## src/hdl/fp4dq_pkg.sv

```systemverilog
`default_nettype none
package fp4dq_pkg;
	localparam int unsigned BYTES_PER_BLOCK = 8;
	localparam int unsigned NUM_WORDS = 8;

	typedef logic [15:0] bf16_t;

	// Scale decoded into sign, unbiased exponent offset and significand.
	typedef struct packed {
		logic       sign;
		logic [4:0] expo;
		logic [3:0] sig;
		logic       zero;
	} scale_t;

	// e2m1 magnitude in half units: sig * 2^sh.
	function automatic logic [2:0] fp4_sig(input logic [2:0] code);
		case (code)
			3'd0:    fp4_sig = 3'd0;
			3'd1:    fp4_sig = 3'd1;
			3'd2:    fp4_sig = 3'd1;
			3'd3:    fp4_sig = 3'd3;
			3'd4:    fp4_sig = 3'd1;
			3'd5:    fp4_sig = 3'd3;
			3'd6:    fp4_sig = 3'd1;
			3'd7:    fp4_sig = 3'd3;
			default: fp4_sig = 3'd0;
		endcase
	endfunction

	function automatic logic [1:0] fp4_shift(input logic [2:0] code);
		case (code)
			3'd0, 3'd1: fp4_shift = 2'd0;
			3'd2:       fp4_shift = 2'd1;
			3'd3:       fp4_shift = 2'd0;
			3'd4:       fp4_shift = 2'd2;
			3'd5:       fp4_shift = 2'd1;
			3'd6:       fp4_shift = 2'd3;
			3'd7:       fp4_shift = 2'd2;
			default:    fp4_shift = 2'd0;
		endcase
	endfunction
endpackage
`default_nettype wire

```

## src/hdl/fp4dq_if.sv

```systemverilog
`default_nettype none
interface fp4dq_if #(parameter int unsigned W = 8) (input wire logic clk);
	logic         valid;
	logic         ready;
	logic [W-1:0] data;
	modport source (output valid, output data, input ready);
	modport sink (input valid, input data, output ready);
endinterface
`default_nettype wire

```

## src/hdl/fp4dq_lane.sv

```systemverilog
`default_nettype none
// One element: product of an e2m1 value and the decoded scale, as bf16 bits.
module fp4dq_lane (
	input  wire logic                [3:0] nib,
	input  wire fp4dq_pkg::scale_t         scale,
	output      fp4dq_pkg::bf16_t          res
);
	logic [2:0] vs;
	logic [1:0] vsh;
	logic [6:0] prod;
	logic [2:0] lz;
	logic [2:0] msb;
	logic [6:0] norm;
	logic [7:0] expo;

	always_comb begin
		vs   = fp4dq_pkg::fp4_sig(nib[2:0]);
		vsh  = fp4dq_pkg::fp4_shift(nib[2:0]);
		prod = {3'd0, scale.sig} * {4'd0, vs};
		msb  = 3'd0;
		for (int i = 0; i < 7; i++) begin
			if (prod[i]) msb = 3'(i);
		end
		lz   = 3'd6 - msb;
		norm = prod << lz;
		// Value is prod * 2^(vsh + scale.expo - 10); leading one sits at bit msb.
		expo = 8'd117 + 8'(msb) + 8'(vsh) + 8'(scale.expo);
		if (scale.zero || (nib[2:0] == 3'd0)) begin
			res = {nib[3] ^ scale.sign, 15'd0};
		end else begin
			res = {nib[3] ^ scale.sign, expo, norm[5:0], 1'b0};
		end
	end
endmodule
`default_nettype wire

```

## src/hdl/fp4_block_dequant_bf16.sv

```systemverilog
`default_nettype none
// An accepted request goes to the output register, or to the skid stage on a stall.
// One request per cycle while skid is empty; sixteen element lanes work in parallel.
// A full output register and a skid stage let input accept while the output stalls.
// Reset clears the valid flags only; payload registers are not reset.
module fp4_block_dequant_bf16 #(
	parameter int unsigned BYTES_PER_BLOCK = fp4dq_pkg::BYTES_PER_BLOCK
) (
	input wire logic clk,
	input wire logic arst_n,
	fp4dq_if.sink    in_ch,
	fp4dq_if.source  out_ch
);
	localparam int unsigned NW = fp4dq_pkg::NUM_WORDS;

	fp4dq_pkg::scale_t          sc;
	logic [NW*32-1:0]           words;
	logic [NW*32-1:0]           res_s1;
	logic [NW*32-1:0]           skid_q;
	logic                       vld_s1;
	logic                       skid_vld_q;
	logic                       acc;

	always_comb begin
		sc.sign = in_ch.data[7];
		sc.zero = (in_ch.data[6:0] == 7'd0);
		if (in_ch.data[6:3] == 4'd0) begin
			sc.sig  = {1'b0, in_ch.data[2:0]};
			sc.expo = 5'd0;
		end else begin
			sc.sig  = {1'b1, in_ch.data[2:0]};
			sc.expo = {1'b0, in_ch.data[6:3]} - 5'd1;
		end
	end

	for (genvar j = 0; j < NW; j++) begin : g_word
		if (j < BYTES_PER_BLOCK) begin : g_on
			fp4dq_lane u_lo (.nib(in_ch.data[8+8*j +: 4]), .scale(sc),
				.res(words[32*j +: 16]));
			fp4dq_lane u_hi (.nib(in_ch.data[12+8*j +: 4]), .scale(sc),
				.res(words[32*j+16 +: 16]));
		end else begin : g_off
			assign words[32*j +: 32] = 32'd0;
		end
	end

	assign in_ch.ready = !skid_vld_q;
	assign acc = in_ch.valid && in_ch.ready;
	assign out_ch.valid = vld_s1;
	assign out_ch.data = res_s1;

	always_ff @(posedge clk or negedge arst_n) begin
		if (!arst_n) begin
			vld_s1     <= 1'b0;
			skid_vld_q <= 1'b0;
		end else begin
			if (!vld_s1 || out_ch.ready) begin
				vld_s1     <= skid_vld_q || acc;
				skid_vld_q <= 1'b0;
			end else if (acc) begin
				skid_vld_q <= 1'b1;
			end
		end
	end

	always_ff @(posedge clk) begin
		if (!vld_s1 || out_ch.ready) begin
			res_s1 <= skid_vld_q ? skid_q : words;
		end
		if (acc) begin
			skid_q <= words;
		end
	end

	a_skid_only_when_stalled: assert property (@(posedge clk) disable iff (!arst_n)
		$rose(skid_vld_q) |-> vld_s1) else $error("skid filled without a stall");
	a_out_holds: assert property (@(posedge clk) disable iff (!arst_n)
		vld_s1 && !out_ch.ready |=> vld_s1) else $error("result dropped");
	a_skid_drains: assert property (@(posedge clk) disable iff (!arst_n)
		skid_vld_q && out_ch.ready |=> !skid_vld_q) else $error("skid stuck");
endmodule
`default_nettype wire

```

## src/flat_wrapper.sv

```systemverilog
// flat-port wrapper written by rule: the top's interface ports become plain ports
module fp4_block_dequant_bf16_flat 
#(
	parameter int unsigned BYTES_PER_BLOCK = fp4dq_pkg::BYTES_PER_BLOCK
)
  (clk, arst_n, in_ch_valid, in_ch_data, in_ch_ready, out_ch_valid, out_ch_data, out_ch_ready);
  fp4dq_if #(.W((8 + 8 * fp4dq_pkg::BYTES_PER_BLOCK))) in_ch_i (.clk(clk));
  fp4dq_if #(.W((32 * fp4dq_pkg::NUM_WORDS))) out_ch_i (.clk(clk));
  input wire logic clk;
  input wire logic arst_n;
  input wire logic [$bits(in_ch_i.valid)-1:0] in_ch_valid;
  input wire logic [$bits(in_ch_i.data)-1:0] in_ch_data;
  output wire logic [$bits(in_ch_i.ready)-1:0] in_ch_ready;
  output wire logic [$bits(out_ch_i.valid)-1:0] out_ch_valid;
  output wire logic [$bits(out_ch_i.data)-1:0] out_ch_data;
  input wire logic [$bits(out_ch_i.ready)-1:0] out_ch_ready;
  assign in_ch_i.valid = in_ch_valid;
  assign in_ch_i.data = in_ch_data;
  assign in_ch_ready = in_ch_i.ready;
  assign out_ch_valid = out_ch_i.valid;
  assign out_ch_data = out_ch_i.data;
  assign out_ch_i.ready = out_ch_ready;
  fp4_block_dequant_bf16 #(.BYTES_PER_BLOCK(BYTES_PER_BLOCK)) u_core (.clk(clk), .arst_n(arst_n), .in_ch(in_ch_i), .out_ch(out_ch_i));
endmodule
```

## config.mk

```make
export PLATFORM = sky130hd
export DESIGN_NAME = fp4_block_dequant_bf16_flat
export DESIGN_NICKNAME = d
export VERILOG_FILES = /design/src/hdl/fp4dq_pkg.sv /design/src/hdl/fp4dq_if.sv /design/src/hdl/fp4dq_lane.sv /design/src/hdl/fp4_block_dequant_bf16.sv /design/src/flat_wrapper.sv
export SDC_FILE = /design/constraint.sdc
export NUM_CORES = 1
export LEC_CHECK = 0
export ABC_AREA = 0
export BUFFER_PORTS_ARGS = -buffer_cell sky130_fd_sc_hd__buf_2
export CAP_MARGIN = 15
export CORE_MARGIN = 5
export CORE_UTILIZATION = 35
export CTS_BUF_LIST = sky130_fd_sc_hd__clkbuf_16
export CTS_CLUSTER_SIZE = 28
export DETAILED_ROUTE_END_ITERATION = 10
export MAX_ROUTING_LAYER = met4
export PLACE_DENSITY_LB_ADDON = 0.05
export RECOVER_POWER = 25
export SLEW_MARGIN = 10
export SYNTH_ARGS = -nofsm -noshare
export SYNTH_HDL_FRONTEND = slang
export SYNTH_SLANG_ARGS = --single-unit
```

## constraint.sdc

```tcl
create_clock -name clk -period 29.4 [get_ports clk]
set_input_delay 1.47 -clock clk [delete_from_list [all_inputs] [get_ports clk]]
set_output_delay 1.47 -clock clk [all_outputs]
set_load 0.03 [all_outputs]
```

Yosys cells after proc, flatten, opt, wreduce, memory -nomap -nowiden

Memory sizes are Yosys's and may differ from the RTL's.
Cells that the tools add are included.

ROM bits: 512
Logic and storage cells: 305
Register bits: 514
Output and inout port bits: 258
Input port bits: 76
Memories: 32

Memories:

| memory           | depth | width | read ports | clocked after Yosys merged registers in | wr ports | line            | source |
|---|---|---|---|---|---|---|---|
| (name not given) | 8     | 2     | 1          | 0                                       | 0        | fp4dq_pkg.sv:18 | `case (code)` |
| (name not given) | 8     | 2     | 1          | 0                                       | 0        | fp4dq_pkg.sv:32 | `case (code)` |
| (name not given) | 8     | 2     | 1          | 0                                       | 0        | fp4dq_pkg.sv:18 |  |
| (name not given) | 8     | 2     | 1          | 0                                       | 0        | fp4dq_pkg.sv:32 |  |
| (name not given) | 8     | 2     | 1          | 0                                       | 0        | fp4dq_pkg.sv:18 |  |
| (name not given) | 8     | 2     | 1          | 0                                       | 0        | fp4dq_pkg.sv:32 |  |
| 26 more memories | --    | --    | --         | --                                      | --       | --              |  |

Add/subtract/negate cells: 65
$mul: 16
Shifts and indexed selects: 16
Mux-type cells: 116
Bitwise logic cells: 16
Reduce and logical (&&, ||, !) cells: 40

Operator list:

| operator                                         | number |
|---|---|
| two-way mux 256 bit                              | 1 |
| two-way mux 15 bit                               | 16 |
| two-way mux 3 bit                                | 80 |
| adder 7 x 3 -> 8 bit, first input constant       | 16 |
| adder 8 x 2 -> 8 bit                             | 16 |
| adder 8 x 5 -> 8 bit                             | 16 |
| multiplier 4 x 3 -> 7 bit                        | 16 |
| left shift 7 x 3 -> 6 bit                        | 16 |
| logical NOT 3 bit                                | 16 |
| subtractor 3 bit, first input constant           | 16 |
| logical OR 1 bit                                 | 18 |
| two-way mux 1 bit                                | 18 |
| XOR 1 bit                                        | 16 |
| two-way mux 9 bit                                | 1 |
| logical NOT 7 bit                                | 1 |
| subtractor 4 x 1 -> 5 bit, second input constant | 1 |
| logical NOT 4 bit                                | 1 |
| logical NOT 1 bit                                | 2 |
| nonzero test 2 bit                               | 1 |
| logical AND 1 bit                                | 1 |

Longest topological paths before layout

Word-level depth: 14
Mapped depth: 22
Depth with buffers taken out: 21

By module

From an unflattened synthesis, not the netlist that was laid out.

Cell total of the unflattened synthesis: 2793
Area, all modules: 33475.9 µm²

By module, submodules not included:

| module                                       | times used | sequential area each (µm²) | area each (µm²) | cells each |
|---|---|---|---|---|
| fp4_block_dequant_bf16                       | 1          | 15424.8                    | 18704.2         | 816 |
| fp4dq_lane at u_core.g_word[0].g_on.u_hi ... | 13         | 0.0                        | 917.1           | 123 |
| fp4dq_lane at u_core.g_word[6].g_on.u_lo ... | 3          | 0.0                        | 949.7           | 126 |

Least setup slack after synthesis

OpenSTA, ideal clock, no wires.

Path type: in2reg
From: in in_ch_valid
To: reg u_core.skid_q[100] (enable)
Cell stages on the path: 1
Slack: 16.730 ns
Library setup time: 0.868 ns
Arrival time: 11.802 ns
Cells stage by stage: nor2b_1

Cells in the longest elaborated chain, start to end: 1

Ends and longest elaborated chain:

| item                 | line                         | source |
|---|---|---|
| start, declared      | flat_wrapper.sv:11           | `input wire logic [$bits(in_ch_i.valid)-1:0] in_ch_valid;` |
| logical AND 1 bit    | fp4_block_dequant_bf16.sv:48 | `assign acc = in_ch.valid && in_ch.ready;` |
| end signal, assigned | fp4_block_dequant_bf16.sv:71 | `skid_q <= words;` |
| end, declared        | fp4_block_dequant_bf16.sv:19 | `logic [NW*32-1:0] skid_q;` |

Every way passes these cells.
A chain may end at the register's enable or synchronous reset.

Final worst setup path

From: in in_ch_data[3]
To: reg u_core.res_s1[21] (netlist: u_core.out_ch.data[21]) (data pin)

Cells in the longest elaborated chain, start to end: 11
Elaborated cells on any way between the ends: 13
Those cells by class: add/sub: 1; mul: 1; shift: 1; mux: 7; reduce/logical: 3

Ends and longest elaborated chain:

| item                                  | line                         | source |
|---|---|---|
| start, declared                       | flat_wrapper.sv:12           | `input wire logic [$bits(in_ch_i.data)-1:0] in_ch_data;` |
| logical NOT 4 bit                     | fp4_block_dequant_bf16.sv:27 | `if (in_ch.data[6:3] == 4'd0) begin` |
| two-way mux 9 bit                     | fp4_block_dequant_bf16.sv:27 |  |
| multiplier 4 x 3 -> 7 bit             | fp4dq_lane.sv:19             | `prod = {3'd0, scale.sig} * {4'd0, vs};` |
| two-way mux 3 bit (4 in a row)        | fp4dq_lane.sv:22             | `if (prod[i]) msb = 3'(i);` |
| subtractor 3 bit                      | fp4dq_lane.sv:24             | `lz = 3'd6 - msb;` |
| left shift 7 x 3 -> 6 bit             | fp4dq_lane.sv:25             | `norm = prod << lz;` |
| two-way mux 15 bit (*)                | fp4dq_lane.sv:28             | `if (scale.zero \|\| (nib[2:0] == 3'd0)) begin` |
| net u_core.g_word[0].g_on.u_hi.res[5] | fp4dq_lane.sv:6              | `output fp4dq_pkg::bf16_t res` |
| two-way mux 256 bit (*)               | fp4_block_dequant_bf16.sv:68 | `res_s1 <= skid_vld_q ? skid_q : words;` |
| end signal, assigned                  | fp4_block_dequant_bf16.sv:68 |  |
| end, declared                         | fp4_block_dequant_bf16.sv:18 | `logic [NW*32-1:0] res_s1;` |

The timed path passes the listed nets; every way through them passes the cells marked *.

==> flow_metrics.env <==
export IMPL_outcome="finished with violations"
export IMPL_violated_checks="max-capacitance violations, max-slew violations"
export IMPL_synthesized_flop_and_latch_total=482
export IMPL_die_area_um2=96800
export IMPL_design_portCount=334
export IMPL_drive_gt1_share_pct=16.2
export IMPL_finalWirelength_mm=86.1
export IMPL_maximum_number_of_pins_on_one_net_before_global_route_repair=166
export IMPL_yosys_top_cells_area="sky130_fd_sc_hd__edfxtp_1 45%, sky130_fd_sc_hd__ha_1 11%, sky130_fd_sc_hd__mux2_2 5.7%, sky130_fd_sc_hd__inv_1 3.3%, sky130_fd_sc_hd__fa_1 3.0%"
export IMPL_layout_area_overhead_vs_synth_pct=14.4
export IMPL_route_detailed_wl_per_inst_um=19.4
export IMPL_synth_seq_area_share_pct=45.6
export IMPL_finalSetupTns_ns=0
export IMPL_hold_path_startpoint="u_core.skid_q[245]"
export IMPL_cap_viol_max_count=4
export IMPL_final_setup_viol_count=0
export IMPL_synth_area_per_cell_um2=10.9
export IMPL_regToRegSetupSlack_ns=24.18
export IMPL_ys_dominant_reg_cell="sky130_fd_sc_hd__edfxtp_1"
export IMPL_port_buffers=317
export IMPL_hold_path_depth=2
export IMPL_h_tree_depth_reported_by_cts=2
export IMPL_timing_final_crit_period_ns=6.08
export IMPL_path_class="in -> reg"
export IMPL_synth_edf_count=480
export IMPL_tritoncts_clock_tree="built"
export IMPL_antenna_violating_nets_post_route=0
export IMPL_fp_dieH_um=311
export IMPL_final_hold_worst_slack_ns=0.521
export IMPL_synthesis_area_um2=31700
export IMPL_synth_cell_type_count=85
export IMPL_cts_resized=0
export IMPL_max_slew_margin_pct=-176
export IMPL_initial_drt_markers=1249
export IMPL_timing_clock_skew_ns=0.0209
export IMPL_cts_root_to_sink_buffers=3
export IMPL_powerDensity_nw_per_um2=80.0
export IMPL_route_detailed_drc=0
export IMPL_clk_transition_reported_paths_ns=0.07
export IMPL_synthesized_netlist_cell_count=2911
export IMPL_placeableCoreArea_um2=90000
export IMPL_rsz0062_at_grt="no"
export IMPL_proportion_of_synthesized_flip_flops_having_asynchronous_set_or_reset_pct=0.415
export IMPL_final_hold_violation_count=0
export IMPL_synth_top_cell_by_area="sky130_fd_sc_hd__edfxtp_1"
export IMPL_power_static_leakage_nw=15.3
export IMPL_clock_sinks=482
export IMPL_min_delay_worst_endpoint="u_core.out_ch.data[245]"
export IMPL_worstPathArrival_ns=6.44
export IMPL_floorplan_die_width_um=311
export IMPL_yosys_cell_count_top_type="sky130_fd_sc_hd__edfxtp_1"
export IMPL_first_pass_iters=5
export IMPL_via_count=22502
export IMPL_clk_latency_ns=0.63
export IMPL_fin_crit_sh_pct=20.7
export IMPL_max_slew_worst_pin_slew_ns=4.15
export IMPL_numCtsBuffers=58
export IMPL_gr_total_overflow=0
export IMPL_end_kind="register"
export IMPL_ir_drop_uv=43.4
export IMPL_vias_in_the_first_global_route=22682
export IMPL_timing_rr_end="u_core.out_ch.data[167]"
export IMPL_worst_setup_path_start_kind="primary input"
export IMPL_grt_antenna_before_repair=18
export IMPL_fmaxAchievable_mhz=165
export IMPL_wire_length_of_the_first_global_routing_pass_mm=131
export IMPL_postCtsSetupBuffers=0
export IMPL_post_synth_top_area_share_pct=45.4
export IMPL_cp_data_required_time_ns=29.76
export IMPL_hpwlAfterDp_mm=58.4
export IMPL_globalRouteTotalUtil_pct=17.6
export IMPL_holdCritPathClass="reg -> reg"
export IMPL_yosys_top_cells_count="480 x sky130_fd_sc_hd__edfxtp_1, 278 x sky130_fd_sc_hd__inv_1, 274 x sky130_fd_sc_hd__ha_1"
export IMPL_n_fill_cell=8780
export IMPL_std_cell_rows=110
export IMPL_design_final_nets=3601
export IMPL_routabilityCongestion=0.860
export IMPL_synth_warnings=0
export IMPL_reg2reg_from="u_core.out_ch.valid"
export IMPL_ctsRootBufferMaster="sky130_fd_sc_hd__clkbuf_16"
export IMPL_slew_violations=175
export IMPL_reg2reg_depth=3
export IMPL_timing_critical_path_fanout_max=34
export IMPL_initial_core_util_pct=35.2
export IMPL_cts_hold_buffers_added=0
export IMPL_vias_per_cell=5.07
sequential cells by signal, indices dropped and copies added, names as in the netlist:
register             cells
u_core.out_ch.valid      1
u_core.out_ch.data     240
u_core.skid_q          240
u_core.skid_vld_q        1
area by class of cell:
| class | instances | area (um^2) | share of cell area (%) |
|---|---|---|---|
| diodes | 14 | 35.0 | 0.0965 |
| clock buffers | 59 | 1480 | 4.07 |
| clock inverters | 50 | 438 | 1.21 |
| inverters | 279 | 1050 | 2.91 |
| multi-input cells | 2047 | 15800 | 43.4 |
| flip-flops and latches | 482 | 14500 | 39.9 |
| well taps | 1176 | 1470 | 4.05 |
| repair buffers | 335 | 1600 | 4.41 |
power breakdown:
| part | switching, mW | internal (mW) |
|---|---|---|
| clock | 0.297 | 0.425 |
| combinational | 0.725 | 0.405 |
| sequential | 0.0529 | 0.997 |
| total | 1.07 | 1.83 |
stage by stage:
stage	area [um^2]	util [%]	std cells	power (mW)	worst slack, ns
2_1_floorplan	31800	-	2926	1.91	16.73
6_report	36300	40.3	4442	2.90	23.32
5_1_grt	36300	40.3	4440	3.09	22.91
3_5_place_dp	34500	38.3	4319	2.21	22.67
3_3_place_gp	34500	38.3	4319	2.19	22.87
4_1_cts	36400	40.5	4428	2.95	23.37
how the worst max path moves through the flow:
stage | cells past startpoint | startpoint | slack, ns | to
5_1_grt | 19 | in_ch_data[3] | 22.91 | u_core.out_ch.data[21]
4_1_cts | 19 | in_ch_data[3] | 23.37 | u_core.out_ch.data[21]
6_report | 19 | in_ch_data[3] | 23.32 | u_core.out_ch.data[21]
2_1_floorplan | 1 | in_ch_valid | 16.73 | u_core.skid_q[100]
3_3_place_gp | 19 | in_ch_data[3] | 22.87 | u_core.out_ch.data[21]
3_5_place_dp | 19 | in_ch_data[3] | 22.67 | u_core.out_ch.data[21]
per-layer routing:
| layer | routed length [um] | track usage, % | up-vias |
|---|---|---|---|
| met5 | 0 | - | - |
| met4 | 2200 | 4.62 | 0 |
| met3 | 4320 | 3.29 | 107 |
| met2 | 40100 | 28.9 | 481 |
| met1 | 39400 | 22.5 | 10868 |
| li1 | - | - | 11046 |
cell families (layout without fill, tap and decap cells):
kind of cell	count (synthesis)	in the layout	share of synthesized area, %
compound gates	488	488	10.7
flops	482	482	45.6
other cells	1	30	0.0118
mux	219	219	7.55
xor+xnor	72	72	2.06
simple gates	930	930	15.3
fa+ha+maj	322	322	13.8
buf+inv	397	723	5.00
worst max-delay path: stages:
cell and delay (ns):
sky130_fd_sc_hd__buf_2 0.11, sky130_fd_sc_hd__inv_1 0.07, sky130_fd_sc_hd__ha_1 0.23, sky130_fd_sc_hd__nor3b_2 0.21, sky130_fd_sc_hd__buf_4 0.51, sky130_fd_sc_hd__nor2_1 0.12, sky130_fd_sc_hd__ha_1 0.32, sky130_fd_sc_hd__inv_1 0.06
sky130_fd_sc_hd__fa_1 0.57, sky130_fd_sc_hd__nand3b_1 0.22, sky130_fd_sc_hd__a21oi_1 0.34, sky130_fd_sc_hd__a21boi_0 0.42, sky130_fd_sc_hd__ha_1 0.45, sky130_fd_sc_hd__nor2b_1 0.20, sky130_fd_sc_hd__a2111oi_0 0.38, sky130_fd_sc_hd__o41ai_1 0.14
sky130_fd_sc_hd__o21ai_1 0.17, sky130_fd_sc_hd__a211oi_2 0.11, sky130_fd_sc_hd__mux2_1 0.31
cells in the final DEF (no fill, tap or decap), drive strengths merged, types with 65 or more instances in the layout:
cell / count
nand2b: 83
inv: 291
clkbuf: 172
edfxtp: 480
nand2: 217
ha: 274
o21ai: 76
mux2: 162
o31ai: 88
and2: 65
nor2b: 112
and3: 92
a21oi: 119
nor2: 214
buf: 222
Power figures use the tool's default switching activity.
